## src/hdl/dual_motor_speed_ramp_controller_assert.svh

```systemverilog
// ----------------------------------------------------------------------------
// Assertion macros for the dual motor speed ramp controller
// Shorthand for clocked implications with asynchronous active-low reset.
// ----------------------------------------------------------------------------
`ifndef DUAL_MOTOR_SPEED_RAMP_CONTROLLER_ASSERT_SVH
`define DUAL_MOTOR_SPEED_RAMP_CONTROLLER_ASSERT_SVH

// Same-cycle implication.
`define DMSR_ASSERT_IMP(lbl, clk, rst_n, ante, cons) \
  lbl: assert property (@(posedge clk) disable iff (!rst_n) (ante) |-> (cons)) \
    else $error("dmsr: same-cycle check failed");

// Next-cycle implication.
`define DMSR_ASSERT_NXT(lbl, clk, rst_n, ante, cons) \
  lbl: assert property (@(posedge clk) disable iff (!rst_n) (ante) |=> (cons)) \
    else $error("dmsr: next-cycle check failed");

`endif

```

## src/hdl/dmsr_pkg.sv

```systemverilog
// ----------------------------------------------------------------------------
// dmsr_pkg
// Shared types, codes, constants and helper functions of the dual motor
// speed ramp controller.
// ----------------------------------------------------------------------------
package dmsr_pkg;

  // Request codes.
  typedef enum logic [2:0] {
    REQ_CMD    = 3'd0,
    REQ_TICK   = 3'd1,
    REQ_STOP   = 3'd2,
    REQ_ESTOP  = 3'd3,
    REQ_ECLEAR = 3'd4
  } req_e;

  // Configuration register indexes.
  typedef enum logic [2:0] {
    REG_DEADZONE    = 3'd0,
    REG_TIMEOUT     = 3'd1,
    REG_RAMP_STEP   = 3'd2,
    REG_RAMP_PERIOD = 3'd3,
    REG_MAX_DUTY    = 3'd4
  } reg_idx_e;

  // Bridge direction codes.
  typedef enum logic [1:0] {
    DIR_OFF = 2'd0,
    DIR_FWD = 2'd1,
    DIR_REV = 2'd2
  } dir_e;

  // Status codes.
  typedef enum logic [1:0] {
    ST_IDLE   = 2'd0,
    ST_MOVING = 2'd1,
    ST_ESTOP  = 2'd2
  } status_e;

  // Configuration register reset values.
  localparam logic [6:0]  DEADZONE_RST    = 7'd5;
  localparam logic [15:0] TIMEOUT_RST     = 16'd1000;
  localparam logic [6:0]  RAMP_STEP_RST   = 7'd2;
  localparam logic [9:0]  RAMP_PERIOD_RST = 10'd10;
  localparam logic [15:0] MAX_DUTY_RST    = 16'd255;

  // Division by 100 through a reciprocal: exact for dividends below 2^23.
  localparam logic [23:0] DIV100_MUL   = 24'd10737419;
  localparam int unsigned DIV100_SHIFT = 30;

  // Configuration register bank contents.
  typedef struct packed {
    logic [6:0]  deadzone;
    logic [15:0] timeout_ticks;
    logic [6:0]  ramp_step;
    logic [9:0]  ramp_period;
    logic [15:0] max_duty;
  } cfg_t;

  // Per-item result after the state update.
  typedef struct packed {
    logic signed [7:0] left_speed;
    logic signed [7:0] right_speed;
    logic              timed_out;
    logic              cmd_ignored;
    status_e           status;
  } res_t;

  // Deadzone and clamp of a raw speed command.
  function automatic logic signed [7:0] shape_cmd(input logic signed [15:0] c,
                                                  input logic [6:0] dz);
    logic [16:0] mag;
    mag = c[15] ? (17'd0 - {1'b1, c}) : {1'b0, c};
    if (mag < {10'd0, dz}) begin
      shape_cmd = 8'sd0;
    end else if (c > 16'sd100) begin
      shape_cmd = 8'sd100;
    end else if (c < -16'sd100) begin
      shape_cmd = -8'sd100;
    end else begin
      shape_cmd = c[7:0];
    end
  endfunction

  // One ramp update: move toward the target by the step, or snap to it.
  function automatic logic signed [7:0] ramp_one(input logic signed [7:0] speed,
                                                 input logic signed [7:0] target,
                                                 input logic [6:0] step);
    logic signed [8:0] diff;
    logic [8:0]        mag;
    diff = {target[7], target} - {speed[7], speed};
    mag  = diff[8] ? (9'd0 - diff) : diff;
    if (mag > {2'd0, step}) begin
      ramp_one = diff[8] ? (speed - $signed({1'b0, step}))
                         : (speed + $signed({1'b0, step}));
    end else begin
      ramp_one = target;
    end
  endfunction

endpackage

```

## src/hdl/dmsr_cfg.sv

```systemverilog
// ----------------------------------------------------------------------------
// dmsr_cfg
// Configuration register bank, written one register per handshake.
// ----------------------------------------------------------------------------
module dmsr_cfg (
  input  logic               clk_i,
  input  logic               rst_ni,
  input  logic               wr_en_i,
  input  logic [2:0]         wr_index_i,
  input  logic [15:0]        wr_data_i,
  output dmsr_pkg::cfg_t     cfg_o
);

  dmsr_pkg::cfg_t cfg_q;
  dmsr_pkg::cfg_t cfg_d;

  // Decode the register index; unknown indexes leave the bank alone.
  always_comb begin
    cfg_d = cfg_q;
    if (wr_en_i) begin
      unique case (wr_index_i)
        dmsr_pkg::REG_DEADZONE:    cfg_d.deadzone      = wr_data_i[6:0];
        dmsr_pkg::REG_TIMEOUT:     cfg_d.timeout_ticks = wr_data_i;
        dmsr_pkg::REG_RAMP_STEP:   cfg_d.ramp_step     = wr_data_i[6:0];
        dmsr_pkg::REG_RAMP_PERIOD: cfg_d.ramp_period   = wr_data_i[9:0];
        dmsr_pkg::REG_MAX_DUTY:    cfg_d.max_duty      = wr_data_i;
        default: ;
      endcase
    end
  end

  always_ff @(posedge clk_i or negedge rst_ni) begin
    if (!rst_ni) begin
      cfg_q.deadzone      <= dmsr_pkg::DEADZONE_RST;
      cfg_q.timeout_ticks <= dmsr_pkg::TIMEOUT_RST;
      cfg_q.ramp_step     <= dmsr_pkg::RAMP_STEP_RST;
      cfg_q.ramp_period   <= dmsr_pkg::RAMP_PERIOD_RST;
      cfg_q.max_duty      <= dmsr_pkg::MAX_DUTY_RST;
    end else begin
      cfg_q <= cfg_d;
    end
  end

  assign cfg_o = cfg_q;

endmodule

```

## src/hdl/dmsr_ctrl.sv

```systemverilog
// ----------------------------------------------------------------------------
// dmsr_ctrl
// Controller state: targets, speeds, emergency latch, command timeout and
// ramp divider. Updated in the cycle an item is accepted.
// ----------------------------------------------------------------------------
module dmsr_ctrl (
  input  logic               clk_i,
  input  logic               rst_ni,
  input  dmsr_pkg::cfg_t     cfg_i,
  input  logic               accept_i,
  input  logic [2:0]         req_type_i,
  input  logic signed [15:0] left_cmd_i,
  input  logic signed [15:0] right_cmd_i,
  output dmsr_pkg::res_t     res_o
);

  logic signed [7:0] left_speed_q, left_speed_d;
  logic signed [7:0] right_speed_q, right_speed_d;
  logic signed [7:0] left_target_q, left_target_d;
  logic signed [7:0] right_target_q, right_target_d;
  logic              latched_q, latched_d;
  logic              armed_q, armed_d;
  logic [15:0]       age_q, age_d;
  logic [9:0]        ramp_cnt_q, ramp_cnt_d;
  logic              timed_out;
  logic              ignored;
  logic [15:0]       age_inc;
  logic [9:0]        cnt_inc;

  // Next-state logic for one request.
  always_comb begin
    left_speed_d   = left_speed_q;
    right_speed_d  = right_speed_q;
    left_target_d  = left_target_q;
    right_target_d = right_target_q;
    latched_d      = latched_q;
    armed_d        = armed_q;
    age_d          = age_q;
    ramp_cnt_d     = ramp_cnt_q;
    timed_out      = 1'b0;
    ignored        = 1'b0;
    age_inc        = (age_q == 16'hFFFF) ? age_q : (age_q + 16'd1);
    cnt_inc        = ramp_cnt_q + 10'd1;

    unique case (req_type_i)
      dmsr_pkg::REQ_CMD: begin
        if (latched_q) begin
          ignored = 1'b1;
        end else begin
          left_target_d  = dmsr_pkg::shape_cmd(left_cmd_i, cfg_i.deadzone);
          right_target_d = dmsr_pkg::shape_cmd(right_cmd_i, cfg_i.deadzone);
          armed_d        = 1'b1;
          age_d          = 16'd0;
        end
      end
      dmsr_pkg::REQ_TICK: begin
        // Age the last command and stop once when it grows too old.
        if (armed_q) begin
          age_d = age_inc;
          if (age_inc > cfg_i.timeout_ticks) begin
            left_speed_d   = 8'sd0;
            right_speed_d  = 8'sd0;
            left_target_d  = 8'sd0;
            right_target_d = 8'sd0;
            armed_d        = 1'b0;
            timed_out      = 1'b1;
          end
        end
        // Ramp divider; a wrap to zero also fires the update.
        ramp_cnt_d = cnt_inc;
        if ((cnt_inc >= cfg_i.ramp_period) || (cnt_inc == 10'd0)) begin
          ramp_cnt_d    = 10'd0;
          left_speed_d  = dmsr_pkg::ramp_one(left_speed_d, left_target_d,
                                             cfg_i.ramp_step);
          right_speed_d = dmsr_pkg::ramp_one(right_speed_d, right_target_d,
                                             cfg_i.ramp_step);
        end
      end
      dmsr_pkg::REQ_STOP: begin
        left_speed_d   = 8'sd0;
        right_speed_d  = 8'sd0;
        left_target_d  = 8'sd0;
        right_target_d = 8'sd0;
      end
      dmsr_pkg::REQ_ESTOP: begin
        latched_d      = 1'b1;
        left_speed_d   = 8'sd0;
        right_speed_d  = 8'sd0;
        left_target_d  = 8'sd0;
        right_target_d = 8'sd0;
      end
      dmsr_pkg::REQ_ECLEAR: begin
        latched_d = 1'b0;
      end
      default: ;
    endcase
  end

  // State registers, committed only on an accepted item.
  always_ff @(posedge clk_i or negedge rst_ni) begin
    if (!rst_ni) begin
      left_speed_q   <= 8'sd0;
      right_speed_q  <= 8'sd0;
      left_target_q  <= 8'sd0;
      right_target_q <= 8'sd0;
      latched_q      <= 1'b0;
      armed_q        <= 1'b0;
      age_q          <= 16'd0;
      ramp_cnt_q     <= 10'd0;
    end else if (accept_i) begin
      left_speed_q   <= left_speed_d;
      right_speed_q  <= right_speed_d;
      left_target_q  <= left_target_d;
      right_target_q <= right_target_d;
      latched_q      <= latched_d;
      armed_q        <= armed_d;
      age_q          <= age_d;
      ramp_cnt_q     <= ramp_cnt_d;
    end
  end

  // Result fields seen after this item.
  always_comb begin
    res_o.left_speed  = left_speed_d;
    res_o.right_speed = right_speed_d;
    res_o.timed_out   = timed_out;
    res_o.cmd_ignored = ignored;
    if (latched_d) begin
      res_o.status = dmsr_pkg::ST_ESTOP;
    end else if ((left_speed_d != 8'sd0) || (right_speed_d != 8'sd0)) begin
      res_o.status = dmsr_pkg::ST_MOVING;
    end else begin
      res_o.status = dmsr_pkg::ST_IDLE;
    end
  end

endmodule

```

## src/hdl/dmsr_drive.sv

```systemverilog
// ----------------------------------------------------------------------------
// dmsr_drive
// Bridge direction and pwm duty of one wheel, in two pipeline stages:
// magnitude times max duty, then division by 100 through a reciprocal.
// ----------------------------------------------------------------------------
module dmsr_drive (
  input  logic               clk_i,
  input  logic               prod_en_i,
  input  logic               duty_en_i,
  input  logic signed [7:0]  speed_i,
  input  logic [15:0]        max_duty_i,
  output dmsr_pkg::dir_e     dir_o,
  output logic [15:0]        duty_o
);

  logic [7:0]     neg_speed;
  logic [6:0]     mag;
  dmsr_pkg::dir_e dir_d;
  logic [22:0]    prod_d, prod_q;
  dmsr_pkg::dir_e dir_mid_q;
  logic [46:0]    quot;
  logic [15:0]    duty_d, duty_q;
  dmsr_pkg::dir_e dir_q;

  // Sign and magnitude of the speed.
  always_comb begin
    neg_speed = 8'd0 - speed_i;
    mag       = speed_i[7] ? neg_speed[6:0] : speed_i[6:0];
    if (speed_i == 8'sd0) begin
      dir_d = dmsr_pkg::DIR_OFF;
    end else if (speed_i[7]) begin
      dir_d = dmsr_pkg::DIR_REV;
    end else begin
      dir_d = dmsr_pkg::DIR_FWD;
    end
    prod_d = {16'd0, mag} * {7'd0, max_duty_i};
  end

  // Floor division by 100: product is below 2^23, where the reciprocal is exact.
  always_comb begin
    quot   = {24'd0, prod_q} * {23'd0, dmsr_pkg::DIV100_MUL};
    duty_d = quot[dmsr_pkg::DIV100_SHIFT +: 16];
  end

  always_ff @(posedge clk_i) begin
    if (prod_en_i) begin
      prod_q    <= prod_d;
      dir_mid_q <= dir_d;
    end
    if (duty_en_i) begin
      duty_q <= duty_d;
      dir_q  <= dir_mid_q;
    end
  end

  assign dir_o  = dir_q;
  assign duty_o = duty_q;

endmodule

```

## src/hdl/dual_motor_speed_ramp_controller.sv

```systemverilog
// ----------------------------------------------------------------------------
// dual_motor_speed_ramp_controller
// Two-wheel speed ramp controller with deadzone, clamp, command timeout and
// emergency latch, driving direction and pwm duty for each wheel.
// ----------------------------------------------------------------------------
// Pipeline: a result is valid once its item has passed the state stage,
//   the duty product stage and the divide-by-100 stage.
// Throughput: one item per cycle unless out_stall_i holds a full pipeline.
// Reset: asynchronous; clears all controller state and loads the default
//   configuration.
`include "dual_motor_speed_ramp_controller_assert.svh"

module dual_motor_speed_ramp_controller (
  input  logic               clk_i,
  input  logic               rst_ni,
  // Request channel.
  input  logic               in_valid_i,
  output logic               in_stall_o,
  input  logic [2:0]         req_type_i,
  input  logic signed [15:0] left_cmd_i,
  input  logic signed [15:0] right_cmd_i,
  // Result channel.
  output logic               out_valid_o,
  input  logic               out_stall_i,
  output logic [1:0]         left_dir_o,
  output logic [15:0]        left_duty_o,
  output logic [1:0]         right_dir_o,
  output logic [15:0]        right_duty_o,
  output logic               timed_out_o,
  output logic               cmd_ignored_o,
  output logic [1:0]         status_o,
  // Configuration write channel.
  input  logic               cfg_valid_i,
  output logic               cfg_ready_o,
  input  logic [2:0]         cfg_index_i,
  input  logic [15:0]        cfg_data_i
);

  dmsr_pkg::cfg_t    cfg;
  dmsr_pkg::res_t    res;
  dmsr_pkg::res_t    s1_res_q;
  dmsr_pkg::dir_e    left_dir, right_dir;
  logic              s1_v_q, s1_v_d;
  logic              s2_v_q, s2_v_d;
  logic              out_v_q, out_v_d;
  logic              en1, en2, en_out;
  logic              accept;
  logic              s2_timed_out_q, s2_ignored_q;
  dmsr_pkg::status_e s2_status_q;
  logic              out_timed_out_q, out_ignored_q;
  dmsr_pkg::status_e out_status_q;

  // Configuration registers; writes are always taken.
  assign cfg_ready_o = 1'b1;

  dmsr_cfg u_cfg (
    .clk_i      (clk_i),
    .rst_ni     (rst_ni),
    .wr_en_i    (cfg_valid_i),
    .wr_index_i (cfg_index_i),
    .wr_data_i  (cfg_data_i),
    .cfg_o      (cfg)
  );

  // Stage enables: a stage loads when it is empty or its successor loads.
  assign en_out     = !out_v_q || !out_stall_i;
  assign en2        = !s2_v_q || en_out;
  assign en1        = !s1_v_q || en2;
  assign in_stall_o = !en1;
  assign accept     = in_valid_i && en1;

  dmsr_ctrl u_ctrl (
    .clk_i       (clk_i),
    .rst_ni      (rst_ni),
    .cfg_i       (cfg),
    .accept_i    (accept),
    .req_type_i  (req_type_i),
    .left_cmd_i  (left_cmd_i),
    .right_cmd_i (right_cmd_i),
    .res_o       (res)
  );

  // Stage valid bits.
  always_comb begin
    s1_v_d  = en1 ? accept : s1_v_q;
    s2_v_d  = en2 ? s1_v_q : s2_v_q;
    out_v_d = en_out ? s2_v_q : out_v_q;
  end

  always_ff @(posedge clk_i or negedge rst_ni) begin
    if (!rst_ni) begin
      s1_v_q  <= 1'b0;
      s2_v_q  <= 1'b0;
      out_v_q <= 1'b0;
    end else begin
      s1_v_q  <= s1_v_d;
      s2_v_q  <= s2_v_d;
      out_v_q <= out_v_d;
    end
  end

  // Flag payload follows the duty pipeline.
  always_ff @(posedge clk_i) begin
    if (accept) begin
      s1_res_q <= res;
    end
    if (en2) begin
      s2_timed_out_q <= s1_res_q.timed_out;
      s2_ignored_q   <= s1_res_q.cmd_ignored;
      s2_status_q    <= s1_res_q.status;
    end
    if (en_out) begin
      out_timed_out_q <= s2_timed_out_q;
      out_ignored_q   <= s2_ignored_q;
      out_status_q    <= s2_status_q;
    end
  end

  // Per-wheel direction and duty.
  dmsr_drive u_drive_left (
    .clk_i      (clk_i),
    .prod_en_i  (en2),
    .duty_en_i  (en_out),
    .speed_i    (s1_res_q.left_speed),
    .max_duty_i (cfg.max_duty),
    .dir_o      (left_dir),
    .duty_o     (left_duty_o)
  );

  dmsr_drive u_drive_right (
    .clk_i      (clk_i),
    .prod_en_i  (en2),
    .duty_en_i  (en_out),
    .speed_i    (s1_res_q.right_speed),
    .max_duty_i (cfg.max_duty),
    .dir_o      (right_dir),
    .duty_o     (right_duty_o)
  );

  assign out_valid_o   = out_v_q;
  assign left_dir_o    = left_dir;
  assign right_dir_o   = right_dir;
  assign timed_out_o   = out_timed_out_q;
  assign cmd_ignored_o = out_ignored_q;
  assign status_o      = out_status_q;

  // Checks on the pipeline and the result logic.
  `DMSR_ASSERT_IMP(a_stall_only_full, clk_i, rst_ni, in_stall_o, s1_v_q && s2_v_q && out_v_q && out_stall_i)
  `DMSR_ASSERT_NXT(a_accept_loads, clk_i, rst_ni, in_valid_i && !in_stall_o, s1_v_q)
  `DMSR_ASSERT_IMP(a_timeout_halts, clk_i, rst_ni, s1_v_q && s1_res_q.timed_out, s1_res_q.left_speed == 8'sd0 && s1_res_q.right_speed == 8'sd0)
  `DMSR_ASSERT_IMP(a_ignored_latched, clk_i, rst_ni, s1_v_q && s1_res_q.cmd_ignored, s1_res_q.status == dmsr_pkg::ST_ESTOP)
  `DMSR_ASSERT_IMP(a_moving_has_dir, clk_i, rst_ni, out_v_q && out_status_q == dmsr_pkg::ST_MOVING, left_dir != dmsr_pkg::DIR_OFF || right_dir != dmsr_pkg::DIR_OFF)

endmodule

```

## config.mk

```make
export PLATFORM = sky130hd
export DESIGN_NAME = dual_motor_speed_ramp_controller
export DESIGN_NICKNAME = d
export VERILOG_FILES = /design/src/hdl/dmsr_pkg.sv /design/src/hdl/dmsr_cfg.sv /design/src/hdl/dmsr_ctrl.sv /design/src/hdl/dmsr_drive.sv /design/src/hdl/dual_motor_speed_ramp_controller.sv
export VERILOG_INCLUDE_DIRS = /design/src /design/src/hdl
export SDC_FILE = /design/constraint.sdc
export NUM_CORES = 2
export LEC_CHECK = 0
export BUFFER_PORTS_ARGS = -buffer_cell sky130_fd_sc_hd__buf_2
export CELL_PAD_IN_SITES_DETAIL_PLACEMENT = 1
export CELL_PAD_IN_SITES_GLOBAL_PLACEMENT = 2
export CORE_MARGIN = 2
export CORE_UTILIZATION = 30
export DETAILED_ROUTE_END_ITERATION = 6
export GPL_TIMING_DRIVEN = 0
export PLACE_DENSITY_LB_ADDON = 0.1
export SYNTH_ARGS = -nofsm -noshare
export SYNTH_HDL_FRONTEND = slang
export SYNTH_SLANG_ARGS = --single-unit
export TNS_END_PERCENT = 30
```

## constraint.sdc

```tcl
create_clock -name clk_i -period 10.3 [get_ports clk_i]
set_input_delay 2.575 -clock clk_i [delete_from_list [all_inputs] [get_ports clk_i]]
set_output_delay 2.575 -clock clk_i [all_outputs]
set_load 0.01 [all_outputs]
```

==> After elaboration in Yosys (flattened, before gate mapping) <==
Cells that the tools add are included.
{ "totals": {"regBits": 233, "inputBits": 59, "out_inout_bits": 43} }
{ "op_classes": {"muxes": 51, "reduce_logical": 31, "mul": 4, "order_cmp": 10, "addsub": 14, "eq_ne": 11} }
{ "ops": {"columns": ["op", "n"], "rows": [
  ["8-bit 2-to-1 mux", 26],
  ["23-bit by 24-bit multiplier with 46-bit output, second input constant", 2],
  ["16-bit 2-to-1 mux", 3],
  ["8-bit case mux with 3 select lines", 2],
  ["7-bit by 16-bit multiplier with 23-bit output", 2],
  ["17-bit by 7-bit < comparator with 1-bit output", 2],
  ["17-bit 2-to-1 mux", 2],
  ["1-bit by 17-bit subtractor with 17-bit output, first input constant", 2],
  ["16-bit by 8-bit greater-than comparator with 1-bit output, second input constant", 2],
  ["16-bit by 8-bit < comparator with 1-bit output, second input constant", 2],
  ["16-bit case mux with 2 select lines", 1],
  ["8-bit case mux with 2 select lines", 2],
  ["9-bit by 7-bit greater-than comparator with 1-bit output", 2],
  ["9-bit 2-to-1 mux", 2],
  ["1-bit by 9-bit subtractor with 9-bit output, first input constant", 2],
  ["8-bit by 8-bit subtractor with 9-bit output", 2],
  ["16-bit by 1-bit adder with 16-bit output, second input constant", 1],
  ["8-bit adder", 2],
  ["16-bit equality test, second input constant", 1],
  ["16-bit greater-than comparator", 1],
  ["8-bit zero test", 2],
  ["8-bit nonzero test", 2],
  ["8-bit subtractor", 2],
  ["7-bit 2-to-1 mux", 2],
  ["other kinds (23)", 52]
]} }

==> Longest topological paths before layout <==
{ "depth": {"ltp_word": 16, "depth_mapped": 39, "depth_no_buf": 35} }

==> Cells and area by module <==
Synthesis repeated with hierarchy kept, for this count alone.
{ "unflattened": {"hier_cells": 4024, "hier_area_um2": 39352.7} }
{ "modules_own_cells": {"columns": ["mod", "seq_area_each_um2", "area_per_inst_um2", "cells_per_inst", "n_inst"], "rows": [
  ["dmsr_drive (u_drive_right)", 1291.2, 14274.9, 1439, 1],
  ["dmsr_drive (u_drive_left)", 1291.2, 14168.6, 1425, 1],
  ["dmsr_ctrl", 1501.4, 7711.1, 996, 1],
  ["dmsr_cfg", 1425.1, 2220.9, 123, 1],
  ["dual_motor_speed_ramp_controller", 915.9, 977.2, 41, 1]
]} }

==> Worst setup path before layout <==
Ideal clock, no wire load.
{ "synth_timing": {"kind": "reg-to-reg", "start": "register u_ctrl.age_q[3]", "end": "register s1_res_q[0] (netlist name) (data pin)", "t_required_ns": 10.033, "stages_incl_launch_ff": 38, "path_buffers": 4, "path_slack_ns": 2.333, "arrival_time_ns": 7.699, "synth_period_minus_slack_ns": 7.967, "cell_sequence": "dfrtp_1 > nand3_1 > nor2_1 > nand2_1 > nor3_1 > nand4_1 > clkbuf_1 > nor2b_1 > nand3_1 > xnor2_1 > ha_1 > a211oi_1 > o21ai_0 > a22o_1 > o31ai_1 > clkbuf_1 > clkbuf_1 > and2_1 > (+2 left out) > fa_1 > a211oi_2 > o21ai_0 > o211ai_1 > a31o_2 > buf_1 > mux2i_1 > ha_1 > nor2b_1 > o21ai_0 > a21boi_0 > o21a_1 > o41ai_1 > xnor3_1 > nand3_1 > o211ai_1 > nor4_2 > a31oi_1"} }
{ "synth_rtl": {"columns": ["item", "line", "rtl"], "rows": [
  ["start: declaration", "dmsr_ctrl.sv:23", "logic [15:0] age_q, age_d;"],
  ["start signal: assignment", "dmsr_ctrl.sv:117", "age_q <= age_d;"],
  ["end signal: assignment", "dual_motor_speed_ramp_controller.sv:105", "s1_res_q <= res;"],
  ["end: declaration", "dual_motor_speed_ramp_controller.sv:41", "dmsr_pkg::res_t s1_res_q;"]
]} }

==> Worst setup path in the final report <==
{ "layout_timing": {"start": "register u_ctrl.age_q[3]", "end": "register s1_res_q[0] (netlist name) (data pin)"} }
{ "layout_between": {"elab_chain_len": 16, "elab_cells_between_ends": 40, "classes_between": "add/sub (9); order compare (3); eq/ne (1); mux (24); reduce/logical (3)"} }
{ "layout_rtl": {"columns": ["item", "line", "rtl"], "rows": [
  ["16-bit by 1-bit adder with 16-bit output / 16-bit equality test (equally long branches)", "dmsr_ctrl.sv:42", "age_inc = (age_q == 16'hFFFF) ? age_q : (age_q + 16'd1);"],
  ["16-bit 2-to-1 mux (*)", "dmsr_ctrl.sv:42", null],
  ["16-bit greater-than comparator (*)", "dmsr_ctrl.sv:60", "if (age_inc > cfg_i.timeout_ticks) begin"],
  ["8-bit 2-to-1 mux", "dmsr_ctrl.sv:60", null],
  ["8-bit 2-to-1 mux", "dmsr_ctrl.sv:58", "if (armed_q) begin"],
  ["8-bit 2-to-1 mux", "dmsr_ctrl.sv:45", "unique case (req_type_i)"],
  ["8-bit by 8-bit subtractor with 9-bit output", "dmsr_pkg.sv:91", "diff = {target[7], target} - {speed[7], speed};"],
  ["1-bit by 9-bit subtractor with 9-bit output", "dmsr_pkg.sv:92", "mag = diff[8] ? (9'd0 - diff) : diff;"],
  ["9-bit 2-to-1 mux", "dmsr_pkg.sv:92", null],
  ["9-bit by 7-bit greater-than comparator with 1-bit output", "dmsr_pkg.sv:93", "if (mag > {2'd0, step}) begin"],
  ["8-bit 2-to-1 mux", "dmsr_pkg.sv:93", null],
  ["8-bit 2-to-1 mux", "dmsr_ctrl.sv:71", "if ((cnt_inc >= cfg_i.ramp_period) || (cnt_inc == 10'd0)) begin"],
  ["8-bit case mux with 2 select lines", "dmsr_ctrl.sv:45", null],
  ["8-bit nonzero test", "dmsr_ctrl.sv:130", "end else if ((left_speed_d != 8'sd0) || (right_speed_d != 8'sd0)) begin"],
  ["1-bit logical OR (*)", "dmsr_ctrl.sv:130", null],
  ["1-bit 2-to-1 mux (*)", "dmsr_ctrl.sv:130", null]
]} }
Every way passes the cells marked *; elsewhere a longest branch is shown, timed or not. The select of a mux whose other input is x is not followed.
A chain may end at the register's enable or synchronous reset.

==> summary.txt <==
Place
  – Routability cong.: roughly 0.84
  – Worst slack, placed: -0.08036 ns
  – IO Port Bufs: 95
  – DP HPWL: 92210 um

Setup path
  – Arrival time worst endpoint: between 9 and 10 ns
  – Worst R2R Start: u_ctrl.age_q[3]
  – Critical Path End Type: flip-flop
  – Critical Path Start Type: flip-flop
  – Setup crit start: u_ctrl.age_q[3]
  – Worst EP required: around 11 ns
  – Critical path class: flip-flop to flip-flop
  – Critical-path top delay cell: dfrtp_1
  – Reg2Reg Depth: 38
  – Max stage delay on crit path: 0.45 ns
  – Most used cell, CP: ha_1
  – R2R Path End: s1_res_q[0]
  – Crit path max fanout: 16
  – R2R Setup Slk: between 0.7 and 0.8 ns

Clock tree
  – CTS tree: built
  – Clock latency at the later pin of the worst-skew pair: a little under 0.6 ns
  – Clk buf depth: 3
  – H-tree depth: 2
  – Clk slew on worst S/H paths: approximately 0.060 ns
  – Root Buffer: clkbuf_16
  – Clk sink count: between 200 and 250
  – CTS Buf Count: 36

Yosys
  – Top-count cell post-synth: inv_1
  – Mapped cell area: between 30000 and 40000 um2
  – Most instantiated cells after synthesis: inv_1, ha_1, fa_1, nand2_1, nor2_1
  – Yosys top cell by area: fa_1
  – Synth area leaders: fa_1, ha_1, edfxtp_1, inv_1, dfrtp_1
  – Register area share after synthesis: 0.1724
  – Synth Area per Inst: roughly 9.9 um2
  – Number of flops mapped to enable cells by yosys: 114
  – Cell count after synthesis: approximately 3.8k
  – Most used flip-flop cell after synthesis: edfxtp_1
  – Synth cell types: a little over 80
  – Post-synth ARST share: 0.5107
  – Synthesis-stage register bit count: between 200 and 250
  – Top cell type's share of synthesized area: 0.2858
  – Syn nets: approximately 5.0k
  – Ys Warns: 0

Timing
  – Final Hold Fails: 0
  – Setup TNS: 0 ns
  – Final period utilization: 0.9245
  – Max-slew violations: 0
  – Worst-margin pin slew: approximately 1.2 ns
  – Worst Slack Setup Final: 0.7778 ns
  – Max_slew headroom: 0.2083
  – Setup violations, final: 0
  – FMAX: about 110 MHz
  – Skew final: about 0.028 ns
  – Unrepaired setup endpoints after global routing: false
  – Fin crit period: 9.522 ns

Run
  – Max_cap viols: 0

GRT
  – Global route overflow: 0
  – Number of global-route vias before repair: a little under 30k
  – First-pass GRT wire length: ~170000 um
  – Tot GR Track Use: 0.1742
  – Antenna violations before repair: 5
  – Pin count of the biggest net entering global routing: 73

Detailed routing
  – DR iter-0 viols: just under 900
  – Vias: approximately 26k
  – DRT Pass-1 Iters: 5
  – Via/cell ratio: roughly 4.6
  – Drc violations: 0
  – Wire per inst: between 15 and 20 um
  – Remaining antenna violation count: 0
  – Detailed-route wire length: roughly 110000 um

Cells and area
  – Share of post-route cells with drive strength above 1: 0.06786
  – Finished Core Util: 0.3334
  – Area grow syn2layout: 10.47%
  – Final nets: ~5k

Die
  – Initial Utilization: 0.3018
  – Width of the die: around 360 um
  – DIE HEIGHT: between 300 and 400 um
  – Core ar.: approximately 120000 um2
  – Num ports: around 100
  – # rows: roughly 130
  – Die ar.: 127000 um2

Hold path
  – Worst Hold Class: flip-flop to flip-flop
  – Hold EP: u_drive_left.dir_o[1]
  – Hold Path Cell Cnt: 0
  – Startpoint of the most critical hold path: u_drive_left.dir_mid_q[1]

Status
  – Status: finished clean
[worst max path at each step]
stage          cells past startpoint  slack [ns]           to
6_report                          38        0.78  s1_res_q[0]
5_1_grt                           38       0.002  s1_res_q[0]
4_1_cts                           39       0.001  s1_res_q[0]
3_5_place_dp                      39       -0.08  s1_res_q[0]
3_3_place_gp                      38       -0.99  s1_res_q[0]
2_1_floorplan                     37        2.33  s1_res_q[0]
[kinds of logic after synthesis]
family | share of synthesized area
AO/OA/AOI/OAI | 0.07794
multiplexers | 0.01598
XOR/XNOR | 0.03610
AND/OR/NAND/NOR | 0.1080
adder cells (fa/ha/maj) | 0.5024
flip-flops | 0.1724
buffers and inverters | 0.08707
other | 0.0001006
[flip-flops by register name (all words and copies together), names as in the netlist, 2 cells and up]
name and cells:
u_ctrl.age_q 16, u_ctrl.left_target_q 8, u_drive_left.prod_q 23, u_drive_right.prod_q 23, u_cfg.cfg_o 56, u_ctrl.ramp_cnt_q 10, u_ctrl.left_speed_q 8, u_drive_right.dir_mid_q 2
s2_status_q 2, u_ctrl.right_target_q 8, u_drive_left.dir_mid_q 2, u_drive_left.dir_o 2, s1_res_q 20, u_drive_left.duty_o 16, u_ctrl.right_speed_q 8, u_drive_right.duty_o 16
u_drive_right.dir_o 2, status_o 2
[final cells by class]
cell class,instances,area (um2)
Timing Repair Buffer,101,579.3
Inverter,793,2977
Multi-Input combinational cell,2661,27640
Buffer,66,266.5
Sequential cell,233,6425
Clock buffer,44,972.2
Antenna cell,1,2.502
Fill cell,14077,82310
Tap cell,1637,2048
Clock inverter,22,251.5
[routing by layer]
metal / vias up / GRT usage / routed length [um]
li1: 12473 / - / -
met1: 12945 / 0.2344 / 50410
met2: 230 / 0.3021 / 52140
met3: 83 / 0.01821 / 2493
met4: 6 / 0.03570 / 2096
met5: - / 0 / 33
[cells in the final DEF, fill, tap and decap left out, drive strengths merged, types with 8 or more instances in the layout]
cell type | netlist | layout
nand3 | 50 | 50
mux2i | 10 | 10
or3 | 16 | 16
o21ai | 125 | 125
clkbuf | 61 | 106
or2 | 14 | 14
buf | 6 | 105
nand4 | 21 | 21
ha | 645 | 645
nand3b | 10 | 10
inv | 793 | 798
a21o | 37 | 37
edfxtp | 114 | 114
o211ai | 11 | 11
a21oi | 88 | 88
a22o | 18 | 18
clkinv | 0 | 11
fa | 532 | 532
and3 | 14 | 14
o22ai | 8 | 8
nor2b | 22 | 22
a31oi | 20 | 20
dfrtp | 100 | 100
nand2 | 327 | 327
a211oi | 17 | 17
o21a | 19 | 19
nor4 | 14 | 14
nor3 | 45 | 45
xnor2 | 117 | 117
dfstp | 19 | 19
and2 | 122 | 122
o31ai | 18 | 18
nand2b | 26 | 26
mux2 | 44 | 44
nor2 | 137 | 137
xor2 | 34 | 34
[what timing repair did]
| item | 4_1_cts | 5_1_grt |
|---|---|---|
| setup buffers | 0 | 0 |
| setup endpoints to repair | 1 | 16 |
| hold buffers | 0 | 0 |
| gates cloned | 0 | 0 |
| resized for setup | 3 | 3 |
[critical path, delay by kind of cell (launching register included)]
kind	cells	cell delay, ns
AND/OR/NAND/NOR	12	2.45
adder cells (fa/ha/maj)	4	1.20
XOR/XNOR	2	0.31
flip-flops	1	0.45
multiplexers	1	0.36
buffers and inverters	5	1.25
AO/OA/AOI/OAI	14	3.13
[per-stage QoR]
stage                     hold WS [ns]  cell area (um2)  cells
final                           0.4032            41160   5558
after global routing            0.4113            41160   5557
after CTS                       0.3997            41140   5557
after detailed placement        0.4065            39910   5491
after global placement          0.4014            39790   5486
after floorplan                 0.4003            37260   3754
Power is not shown: default switching activity piles up to over one toggle a cycle in this logic, so the estimate is an artifact.
